`src/design/metf_pkg.sv`:
```
`timescale 1ns / 1ps
`default_nettype none
package metf_pkg;

  localparam int FRAC_BITS_DEF = 16;

  localparam int POS_W  = 32;
  localparam int LEN_W  = 31;
  localparam int CIRC_W = 48;
  localparam int ROOT_W = 33;
  localparam int DIFF_W = 33;
  localparam int PROD_W = 66;
  localparam int NUM_W  = 32;
  localparam int CNT_W  = 6;

  localparam logic [2:0] CFG_SIGMA   = 3'd0;
  localparam logic [2:0] CFG_BOX_X   = 3'd1;
  localparam logic [2:0] CFG_BOX_Y   = 3'd2;
  localparam logic [2:0] CFG_BOX_Z   = 3'd3;
  localparam logic [2:0] CFG_VIR_EN  = 3'd4;

  typedef struct packed {
    logic signed [POS_W-1:0] pos_a_x;
    logic signed [POS_W-1:0] pos_a_y;
    logic signed [POS_W-1:0] pos_a_z;
    logic signed [POS_W-1:0] pos_b_x;
    logic signed [POS_W-1:0] pos_b_y;
    logic signed [POS_W-1:0] pos_b_z;
    logic                    is_boundary;
    logic                    first_bond;
  } metf_in_t;

  typedef struct packed {
    logic                    end_select;
    logic signed [POS_W-1:0] force_x;
    logic signed [POS_W-1:0] force_y;
    logic signed [POS_W-1:0] force_z;
    logic [LEN_W-1:0]        end_energy;
    logic signed [POS_W-1:0] virial_xx;
    logic signed [POS_W-1:0] virial_xy;
    logic signed [POS_W-1:0] virial_xz;
    logic signed [POS_W-1:0] virial_yy;
    logic signed [POS_W-1:0] virial_yz;
    logic signed [POS_W-1:0] virial_zz;
    logic [CIRC_W-1:0]       circumference;
  } metf_out_t;

  typedef struct packed {
    logic              start;
    logic [CNT_W-1:0]  count;
    logic [ROOT_W-1:0] rem_init;
    logic [NUM_W-1:0]  num;
    logic [ROOT_W-1:0] divisor;
  } div_req_t;

  typedef struct packed {
    logic              busy;
    logic              done;
    logic [NUM_W-1:0]  quo;
    logic [ROOT_W-1:0] rem;
  } div_rsp_t;

  // position axis and force axis of each virial term, xx xy xz yy yz zz
  localparam logic [1:0] VIR_P_IDX [6] = '{2'd0, 2'd1, 2'd2, 2'd1, 2'd2, 2'd2};
  localparam logic [1:0] VIR_F_IDX [6] = '{2'd0, 2'd0, 2'd0, 2'd1, 2'd1, 2'd2};

endpackage
`default_nettype wire

```
`src/design/metf_div.sv`:
```
`timescale 1ns / 1ps
`default_nettype none
module metf_div
  import metf_pkg::*;
(
  input  wire logic     clk_i,
  input  wire logic     rst_ni,
  input  wire div_req_t req_i,
  output div_rsp_t      rsp_o
);

  logic              busy_q, busy_d;
  logic              done_q, done_d;
  logic [CNT_W-1:0]  cnt_q, cnt_d;
  logic [ROOT_W-1:0] rem_q, rem_d;
  logic [NUM_W-1:0]  num_q, num_d;
  logic [NUM_W-1:0]  quo_q, quo_d;
  logic [ROOT_W-1:0] dvs_q, dvs_d;
  logic [ROOT_W:0]   trial;
  logic              ge;

  always_comb begin
    trial  = {rem_q, num_q[NUM_W-1]};
    ge     = trial >= {1'b0, dvs_q};
    busy_d = busy_q;
    done_d = 1'b0;
    cnt_d  = cnt_q;
    rem_d  = rem_q;
    num_d  = num_q;
    quo_d  = quo_q;
    dvs_d  = dvs_q;
    if (req_i.start) begin
      busy_d = 1'b1;
      cnt_d  = req_i.count;
      rem_d  = req_i.rem_init;
      num_d  = req_i.num;
      quo_d  = '0;
      dvs_d  = req_i.divisor;
    end else if (busy_q) begin
      rem_d = ge ? ROOT_W'(trial - {1'b0, dvs_q}) : trial[ROOT_W-1:0];
      num_d = {num_q[NUM_W-2:0], 1'b0};
      quo_d = {quo_q[NUM_W-2:0], ge};
      cnt_d = cnt_q - CNT_W'(1);
      if (cnt_q == CNT_W'(1)) begin
        busy_d = 1'b0;
        done_d = 1'b1;
      end
    end
  end

  always_ff @(posedge clk_i or negedge rst_ni) begin
    if (!rst_ni) begin
      busy_q <= 1'b0;
      done_q <= 1'b0;
      cnt_q  <= '0;
    end else begin
      busy_q <= busy_d;
      done_q <= done_d;
      cnt_q  <= cnt_d;
    end
  end

  always_ff @(posedge clk_i) begin
    rem_q <= rem_d;
    num_q <= num_d;
    quo_q <= quo_d;
    dvs_q <= dvs_d;
  end

  assign rsp_o.busy = busy_q;
  assign rsp_o.done = done_q;
  assign rsp_o.quo  = quo_q;
  assign rsp_o.rem  = rem_q;

endmodule
`default_nettype wire

```
`config.mk`:
```
export PLATFORM = sky130hd
export DESIGN_NAME = metf_div
export DESIGN_NICKNAME = d
export VERILOG_FILES = /design/src/design/metf_pkg.sv /design/src/design/metf_div.sv
export SDC_FILE = /design/constraint.sdc
export NUM_CORES = 1
export LEC_CHECK = 0
export ABC_AREA = 1
export BUFFER_PORTS_ARGS = -buffer_cell sky130_fd_sc_hd__buf_2
export CORE_MARGIN = 2
export CORE_UTILIZATION = 55
export DETAILED_ROUTE_END_ITERATION = 16
export PLACE_DENSITY = 0.78
export SLEW_MARGIN = 15
export SYNTH_ARGS = -nofsm -noshare
export SYNTH_HDL_FRONTEND = slang
export SYNTH_SLANG_ARGS = --single-unit
```
`constraint.sdc`:
```
create_clock -name clk_i -period 6.7 [get_ports clk_i]
set_input_delay 1.34 -clock clk_i [delete_from_list [all_inputs] [get_ports clk_i]]
set_output_delay 1.34 -clock clk_i [all_outputs]
set_load 0.005 [all_outputs]
```
==> key figures <==
Min path
  • Worst Hold Launch: quo_q[31]
  • Worst Hold Class: reg -> reg
  • Hold path cells: 2

Setup path
  • WP data arrival: 3220 ps
  • Endpoint class of the critical path: flop
  • RR Startpoint: rem_q[15]
  • CP max stage delay: ~700 ps
  • Delay-heaviest family, CP: buffers and inverters
  • Data required, critical path: between 6000 and 7000 ps
  • Setup crit start: req_i[104]
  • Critical path class: in -> reg
  • CP most frequent cell: buf_4
  • Critical-path cell list: buf_4, nor2_1, clkinv_2, buf_4
  • Reg2Reg Depth: 12
  • Levels on crit path: 4
  • Worst-path maximum fanout: 53
  • Startpoint types: primary input
  • CP max stage cell: clkinv_2
  • CP bufs+invs: 3

CTS
  • Clk root buf: clkbuf_16
  • Cts repair resizes: 0
  • CTS buffer count: 17
  • CTS H-tree depth: 4
  • # clock sinks: between 100 and 150
  • Clk slew on worst S/H paths: 60 ps
  • Hold buffer count at cts: 0
  • Postcts setup bufs: 0
  • CTS tree: yes
  • Clk_lat worst skew: 430 ps
  • CTS max path bufs: 2

STA
  • Measured slew at the worst slew-check pin: ~900 ps
  • Final Setup Violations: 0
  • Tmin final: 3120 ps
  • Max-slew violation count: 0
  • Tcrit/Tclk final: 46.6%
  • Worst clock skew: 12.4 ps
  • Relative slew slack: around two fifths
  • Final Hold Vio Count: 0
  • Hold Slack: 458 ps
  • F_max: ~320 MHz
  • Post-Route Setup TNS: 0 ps
  • RSZ-0062 raised after global routing: false

Detailed routing
  • Vias per Instance: just over 5
  • Remaining DRCs: 0
  • Router iterations before antenna repair: 5
  • 1st-iter DRT viols: 512
  • WL/cell: between 10 and 15 um
  • Via count: 7617
  • DRT antenna net count: 0
  • WL final: approximately 22000 um

GRT
  • Number of global-route vias before repair: between 7000 and 8000
  • Gr usage total: ~27%
  • Largest net degree at the start of global routing: between 80 and 90
  • First-pass GRT wire length: 35000 um
  • Initial antenna violation count: 2
  • Total grt overflow: 0

Synth
  • Mapped Area: ~8500 um2
  • Async S/R FF share, synth: 5.80%
  • EDFF count, synth: 98
  • Yosys cell types: 38
  • Synth warn: 0
  • Syn nets: between 1000 and 1500
  • Post-Syn Area per Cell: between 7 and 8 um2
  • Cells after Synth: 1137
  • Seq/Total Area, Yosys: 44.4%
  • Top FF cell, synth: edfxtp_1
  • #FFs+latches synth: approximately 140

Layout
  • Layout cells sized above 1: 18.2%
  • Diode count: 0
  • Final core occ: between 60 and 70%
  • Layout overhead on the synthesized area: 18.0%
  • # nets final: ~1400

Job
  • Max Cap Viol: 0

Floorplanning
  • Die width: approximately 130 um
  • Die area: roughly 17000 um2
  • I/O pin total: ~170
  • Initial Util: around 56%
  • Core area: about 15000 um2
  • DIE HEIGHT: ~130 um
  • FP Rows: 45

Placed design
  • GP Congestion: 0.913
  • # port buffers: roughly 170
  • Placed wire-length estimate: ~16000 um

Power and ir drop
  • Power per cell area: around 410 nW/um2
  • Leak pwr: about 5.3 nW
  • VDD IR-drop max: roughly 220 uV

Status
  • Status: completed
-- cells in the mapped netlist (5+ instances only) --
cell	count	area share, %
nand4_1	9	0.66
nand3b_1	28	2.5
xnor2_1	15	1.5
dfxtp_1	32	7.5
buf_6	5	0.66
o22ai_1	30	2.2
nor2_1	42	1.9
inv_1	196	8.6
buf_2	7	0.41
nand3_1	72	4.2
o21bai_1	6	0.53
o211ai_1	5	0.44
edfxtp_1	98	35
and2_1	6	0.44
clkbuf_1	15	0.66
nand2_2	9	0.66
inv_2	9	0.40
clkinv_1	5	0.22
a21oi_1	19	1.1
ha_1	35	5.1
nor3_1	7	0.41
dfrtp_1	8	2.3
nand2_1	452	20
-- worst register-to-register path: stages (launching register included) --
cell and delay (ps):
edfxtp_1 460, ha_1 450, nand2_2 130, nor2_1 200, nand2_1 80, nand2_1 120, inv_1 70, nand2_1 140
nand2_4 290, nand2_8 330, nand3_1 190, nand2_1 110, nand2_1 50
-- routing by layer --
metal / GRT usage (%) / vias up / routed length (um)
li1: - / 3898 / -
met1: 34.3 / 3467 / 9670
met2: 44.7 / 214 / 9930
met3: 7.11 / 36 / 1450
met4: 9.24 / 2 / 498
met5: 0 / - / 13
-- final cells by class --
cell class              count  area, um2
clock buffers              22        487
clock inverters            10        101
fillers                  1342       5090
inverters                 210        791
multi-input cells         757       3770
flip-flops and latches    138       3780
well taps                 188        235
repair buffers            175        883
-- registers in the layout, indices dropped and copies added (netlist names) --
signal / cells
quo_q: 32
dvs_q: 33
done_q: 1
busy_q: 1
cnt_q: 6
rem_q: 33
num_q: 32
-- layout by cell type, fill, tap and decap left out, types with 2 or more instances in the layout --
master       n
xor2_1       3
and2_1       6
dfrtp_1      8
nand3b_1    28
inv_4        3
edfxtp_1    98
buf_2      172
o21ai_0      3
o211ai_1     5
nor2_1      42
xnor2_1     15
inv_2        9
clkinv_2     2
buf_4        3
nor2_2       3
inv_1      195
ha_1        35
nand4_1      9
o22ai_1     30
clkbuf_16   18
nand3_2      2
nand2_2      9
clkinv_1     4
clkbuf_8     2
nor3_1       7
inv_6        4
nor2_4       3
nand3_1     72
nand2_1    452
dfxtp_1     32
a21oi_1     19
clkinv_4     2
o21bai_1     6
-- path summary, 6_finish.rpt --
check	end	slack, ps
hold reg to reg	quo_q[31]	460
setup / recovery	rem_q[24]	3580
hold / removal	quo_q[31]	460
setup reg to reg	rem_q[31]	3860
max in group asynchronous	cnt_q[2]	5780
min in group asynchronous	cnt_q[5]	750
-- where the power goes --
part / internal (W) / leakage [nW] / switching [W] / total (W)
clock: 0.000561 / 0.295 / 0.000386 / 0.000947
sequential: 0.00111 / 1.38 / 0.000107 / 0.00122
combinational: 0.000717 / 3.67 / 0.00124 / 0.00196
-- metrics by stage --
stage | setup slack, ps | instances | instance area [um2] | power (W)
floorplan | 2730 | 1137 | 8520 | 0.00266
global placement | 3220 | 1468 | 9470 | 0.00313
detailed placement | 3140 | 1468 | 9470 | 0.00316
CTS | 3590 | 1500 | 10100 | 0.00412
global route | 3410 | 1500 | 10100 | 0.00446
finish | 3580 | 1500 | 10100 | 0.00412
-- cell families after synthesis --
logic type,count (synthesis),synth area share [%]
and+or+nand+nor,638,32.5
buffers and inverters,242,11.3
DFF,138,44.4
AOI/OAI and AO/OA,65,4.63
adders and majority gates,36,5.37
xor gates and xnor gates,18,1.85
Power figures use the tool's default switching activity.
