$ cat src/design/metf_pkg.sv
`timescale 1ns / 1ps
`default_nettype none
package metf_pkg;

  localparam int FRAC_BITS_DEF = 16;

  localparam int POS_W  = 32;
  localparam int LEN_W  = 31;
  localparam int CIRC_W = 48;
  localparam int ROOT_W = 33;
  localparam int DIFF_W = 33;
  localparam int PROD_W = 66;
  localparam int NUM_W  = 32;
  localparam int CNT_W  = 6;

  localparam logic [2:0] CFG_SIGMA   = 3'd0;
  localparam logic [2:0] CFG_BOX_X   = 3'd1;
  localparam logic [2:0] CFG_BOX_Y   = 3'd2;
  localparam logic [2:0] CFG_BOX_Z   = 3'd3;
  localparam logic [2:0] CFG_VIR_EN  = 3'd4;

  typedef struct packed {
    logic signed [POS_W-1:0] pos_a_x;
    logic signed [POS_W-1:0] pos_a_y;
    logic signed [POS_W-1:0] pos_a_z;
    logic signed [POS_W-1:0] pos_b_x;
    logic signed [POS_W-1:0] pos_b_y;
    logic signed [POS_W-1:0] pos_b_z;
    logic                    is_boundary;
    logic                    first_bond;
  } metf_in_t;

  typedef struct packed {
    logic                    end_select;
    logic signed [POS_W-1:0] force_x;
    logic signed [POS_W-1:0] force_y;
    logic signed [POS_W-1:0] force_z;
    logic [LEN_W-1:0]        end_energy;
    logic signed [POS_W-1:0] virial_xx;
    logic signed [POS_W-1:0] virial_xy;
    logic signed [POS_W-1:0] virial_xz;
    logic signed [POS_W-1:0] virial_yy;
    logic signed [POS_W-1:0] virial_yz;
    logic signed [POS_W-1:0] virial_zz;
    logic [CIRC_W-1:0]       circumference;
  } metf_out_t;

  typedef struct packed {
    logic              start;
    logic [CNT_W-1:0]  count;
    logic [ROOT_W-1:0] rem_init;
    logic [NUM_W-1:0]  num;
    logic [ROOT_W-1:0] divisor;
  } div_req_t;

  typedef struct packed {
    logic              busy;
    logic              done;
    logic [NUM_W-1:0]  quo;
    logic [ROOT_W-1:0] rem;
  } div_rsp_t;

  // position axis and force axis of each virial term, xx xy xz yy yz zz
  localparam logic [1:0] VIR_P_IDX [6] = '{2'd0, 2'd1, 2'd2, 2'd1, 2'd2, 2'd2};
  localparam logic [1:0] VIR_F_IDX [6] = '{2'd0, 2'd0, 2'd0, 2'd1, 2'd1, 2'd2};

endpackage
`default_nettype wire

$ cat src/design/metf_sqrt.sv
`timescale 1ns / 1ps
`default_nettype none
module metf_sqrt
  import metf_pkg::*;
(
  input  wire logic              clk_i,
  input  wire logic              rst_ni,
  input  wire logic              start_i,
  input  wire logic [PROD_W-1:0] rad_i,
  output logic                   done_o,
  output logic [ROOT_W-1:0]      root_o
);

  logic              busy_q, busy_d;
  logic              done_q, done_d;
  logic [CNT_W-1:0]  cnt_q, cnt_d;
  logic [PROD_W-1:0] rad_q, rad_d;
  logic [ROOT_W+1:0] rem_q, rem_d;
  logic [ROOT_W-1:0] root_q, root_d;
  logic [ROOT_W+3:0] part;
  logic [ROOT_W+1:0] trial;
  logic              ge;

  always_comb begin
    part   = {rem_q, rad_q[PROD_W-1 -: 2]};
    trial  = {root_q, 2'b01};
    ge     = part >= {2'b00, trial};
    busy_d = busy_q;
    done_d = 1'b0;
    cnt_d  = cnt_q;
    rad_d  = rad_q;
    rem_d  = rem_q;
    root_d = root_q;
    if (start_i) begin
      busy_d = 1'b1;
      cnt_d  = CNT_W'(ROOT_W);
      rad_d  = rad_i;
      rem_d  = '0;
      root_d = '0;
    end else if (busy_q) begin
      rem_d  = ge ? (ROOT_W+2)'(part - {2'b00, trial}) : part[ROOT_W+1:0];
      root_d = {root_q[ROOT_W-2:0], ge};
      rad_d  = {rad_q[PROD_W-3:0], 2'b00};
      cnt_d  = cnt_q - CNT_W'(1);
      if (cnt_q == CNT_W'(1)) begin
        busy_d = 1'b0;
        done_d = 1'b1;
      end
    end
  end

  always_ff @(posedge clk_i or negedge rst_ni) begin
    if (!rst_ni) begin
      busy_q <= 1'b0;
      done_q <= 1'b0;
      cnt_q  <= '0;
    end else begin
      busy_q <= busy_d;
      done_q <= done_d;
      cnt_q  <= cnt_d;
    end
  end

  always_ff @(posedge clk_i) begin
    rad_q  <= rad_d;
    rem_q  <= rem_d;
    root_q <= root_d;
  end

  assign done_o = done_q;
  assign root_o = root_q;

endmodule
`default_nettype wire

$ cat config.mk
export PLATFORM = sky130hd
export DESIGN_NAME = metf_sqrt
export DESIGN_NICKNAME = d
export VERILOG_FILES = /design/src/design/metf_pkg.sv /design/src/design/metf_sqrt.sv
export SDC_FILE = /design/constraint.sdc
export NUM_CORES = 1
export LEC_CHECK = 0
export BUFFER_PORTS_ARGS = -buffer_cell sky130_fd_sc_hd__buf_4
export CAP_MARGIN = 40
export CORE_UTILIZATION = 35
export DETAILED_ROUTE_END_ITERATION = 12
export GPL_TIMING_DRIVEN = 1
export HOLD_SLACK_MARGIN = 0.12
export PLACE_DENSITY = 0.55
export SYNTH_ARGS = -nofsm -noshare
export SYNTH_HDL_FRONTEND = slang
export SYNTH_SLANG_ARGS = --single-unit
$ cat constraint.sdc
create_clock -name clk_i -period 2.9 [get_ports clk_i]
set_clock_uncertainty 0.15 [all_clocks]
set_input_delay 0.29 -clock clk_i [delete_from_list [all_inputs] [get_ports clk_i]]
set_output_delay 0.29 -clock clk_i [all_outputs]
set_load 0.01 [all_outputs]
==> flow_metrics.py <==
metrics = {
    "clock_network": {
        "clock_path_buffers": 2,
        "cts.sinks": 142,
        "clkSlewWorstSetupHoldPaths_ns": 0.07,
        "cts_buffers": 17,
        "cts_tree": "built",
        "clk_latency_ns": 0.44,
        "clockRootBuffer": "clkbuf_16",
        "htreeDepth": 4,
    },
    "floorplanning": {
        "core_um2": 22090,
        "initial_core_util": 0.3617,
        "boundaryPins": 103,
        "die_w_um": 153.1,
        "dieArea_um2": 23440,
        "rows": 54,
        "die_h_um": 153.1,
    },
    "logic_synthesis": {
        "synth_edf_count": 66,
        "synth_area_um2": 7991,
        "avgSynthCellArea_um2": 10.05,
        "yosys.area.top_type": "edfxtp_1",
        "async_flop_share": 0.05634,
        "synth_area_leaders": "edfxtp_1, dfxtp_1, mux2_2",
        "synth_cell_types": 68,
        "synth_top_area_share": 0.2480,
        "syn-num-nets": 901,
        "yosysWarnings": 0,
        "ys_ff_latch": 142,
        "netlist_instances": 795,
        "synth_ff_type": "dfxtp_1",
        "synthTopCellsByCount": "nor2_1, nand2_1, dfxtp_1, edfxtp_1, mux2_2",
        "seq_area_frac_synth": 0.4434,
        "synth_most_common_cell": "nor2_1",
    },
    "final_layout": {
        "drive_above_1_share": 0.3676,
        "antennaDiodeCount": 0,
        "syn_to_final_growth_pct": 44.79,
        "nNetsFinal": 1163,
        "fin_area_um2": 11570,
        "finish.utilization": 0.5237,
    },
    "job": {
        "cap_violations": 0,
    },
    "critical_path": {
        "r2r_slack_ns": 0.06,
        "critPathMaxStageDelay_ns": 0.42,
        "crit_chain": "inv_1, ha_1, a21oi_1, o21ai_2, or2_2, nor3_4, nor3_1, buf_4, a2111o_1, o2111ai_4, a311oi_2",
        "critPathLaunchType": "flip-flop",
        "path_max_fanout": 3,
        "worstSetupPathType": "flip-flop to flip-flop",
        "critical_path.endpoint_type": "flip-flop",
        "slowest_stage": "a2111o_1",
        "path_buf_inv": 2,
        "crit_family": "compound AO/OA/AOI/OAI gates",
        "r2r-end": "rem_q[31]$_SDFFE_PP0P_",
        "required_ns": 3.03,
        "r2r-start": "root_o[16]$_SDFFE_PP0P_",
        "reg2regPathDepth": 11,
        "cp.arrival_ns": 2.97,
    },
    "power": {
        "switching_share": 0.4031,
        "clkPwrFrac": 0.173,
        "p_int_uw": 7199,
        "switchingPower_uw": 4863,
        "comb_power_share": 0.588,
        "cellLeakagePower_uw": 0.005008,
        "pwr-share-seq": 0.239,
        "p_per_area_nw_per_um2": 1042,
        "power_uw": 12060,
        "max-vdd-ir-drop_mv": 0.5305,
    },
    "place": {
        "place_congestion": 0.8414,
        "dp_slack_ns": -0.1048,
        "portBuffers": 102,
        "dpl-instance-area_um2": 9731,
        "dp_hpwl_um": 14130,
    },
    "timing": {
        "setup_ws_ns": 0.05876,
        "drv_slew": 0,
        "setup_viol": 0,
        "rsz0062_at_grt": "yes",
        "post-route-min-period_ns": 2.841,
        "relSlewSlack": 0.5651,
        "hold_viol_final": 0,
        "tightest_slew_ns": 0.6524,
        "fmax_ghz": 0.3520,
        "fin_crit_sh": 0.9797,
    },
    "outcome": {
        "outcome": "finished clean",
    },
    "grt": {
        "grt_max_degree": 65,
        "antenna_found_initial": 0,
        "grt_pass1_vias": 6835,
        "grt_usage": 0.1836,
        "grt_pass1_wl_um": 34280,
        "overflow": 0,
    },
    "routing": {
        "drt-vias-per-instance": 5.133,
        "drt_iter0_markers": 454,
        "ant_nets": 0,
        "drc": 0,
        "drt_wl_total_um": 21660,
        "wl_per_cell_um": 16.06,
        "vias": 6925,
        "first_pass_iters": 5,
    },
    "worst_hold_path": {
        "min_path_cells": 2,
        "min_from": "start_i",
        "holdPathEnd": "cnt_q[4]$_DFFE_PN0P_",
        "hold_path_class": "primary input to flip-flop",
    },
}
through the flow:
| step | std cells | setup TNS, ns | hold slack [ns] |
|---|---|---|---|
| after global placement | 1237 | -0.07266 | -0.03609 |
| after global routing | 1349 | -0.2296 | 0.2361 |
| after detailed placement | 1237 | -0.6458 | -0.03393 |
| after CTS | 1336 | -0.02588 | 0.1984 |
| final | 1349 | 0 | 0.2095 |
| after floorplan | 795 | 0 | -0.1556 |
worst max-delay path by stage:
stage                       startpoint                endpoint  slack [ns]  cells past startpoint
2_1_floorplan   root_o[1]$_SDFFE_PP0P_  rem_q[23]$_SDFFE_PP0P_        0.04                     10
3_3_place_gp   root_o[18]$_SDFFE_PP0P_  rem_q[23]$_SDFFE_PP0P_       -0.05                     10
3_5_place_dp    root_o[2]$_SDFFE_PP0P_  rem_q[23]$_SDFFE_PP0P_       -0.10                     10
4_1_cts         root_o[0]$_SDFFE_PP0P_  rem_q[22]$_SDFFE_PP0P_       -0.03                     10
5_1_grt        root_o[16]$_SDFFE_PP0P_  rem_q[31]$_SDFFE_PP0P_       -0.07                     11
6_report       root_o[16]$_SDFFE_PP0P_  rem_q[31]$_SDFFE_PP0P_        0.06                     11
layer usage:
layer,track usage,up-vias,wire length [um]
li1,-,3452,-
met1,0.2487,3308,10580
met2,0.2957,139,9996
met3,0.02779,26,712
met4,0.06734,0,369
met5,0,-,0
cell families after synthesis:
family / count (synthesis) / share of synthesized area
AO/OA/AOI/OAI: 165 / 0.1547
multiplexers: 101 / 0.1367
buffers and inverters: 85 / 0.04180
flip-flops: 142 / 0.4434
adder cells (fa/ha/maj): 37 / 0.05793
AND/OR/NAND/NOR: 244 / 0.1425
XOR/XNOR: 21 / 0.02302
layout by cell type, fill, tap and decap left out, types with 9 or more instances in the layout:
| cell type | n |
|---|---|
| a21o_1 | 18 |
| a21oi_1 | 30 |
| a311oi_1 | 22 |
| buf_4 | 205 |
| clkbuf_16 | 19 |
| dfxtp_1 | 60 |
| dlygate4sd3_1 | 68 |
| edfxtp_1 | 66 |
| ha_1 | 19 |
| ha_4 | 15 |
| inv_1 | 43 |
| mux2_2 | 65 |
| mux2i_1 | 36 |
| nand2_1 | 69 |
| nand3_1 | 10 |
| nor2_1 | 84 |
| o21ai_0 | 13 |
| or3_1 | 12 |
| xnor2_1 | 12 |
| xor2_1 | 9 |
layout make-up:
type	count	area, um2
fillers	1990	10520
multi-input cells	568	4573
flip-flops and latches	142	3557
repair buffers	282	2369
clock buffers	17	425.4
well taps	280	350.3
inverters	46	172.7
clock inverters	14	123.9
state kept, by name, summed over array words and instances (netlist names):
name    cells
cnt_q       6
rem_q      35
busy_q      1
root_o     33
rad_q      66
done_o      1
repair_timing:
item	in CTS	in global routing
endpoints found under the hold margin	74	0
hold buffers	68	0
pin swaps	3	18
gates cloned	0	3
buffers inserted	0	10
endpoints found under the setup margin	21	35
resized for setup	9	82
power groups by stage:
stage	clock network, uW	registers (uW)	logic [uW]
finish	2090	2880	7090
global route	2230	2930	7670
CTS	2160	2840	5990
detailed placement	0	2880	5810
global placement	0	2870	5790
floorplan	0	2810	3930
(Power assumes the default switching activity.)
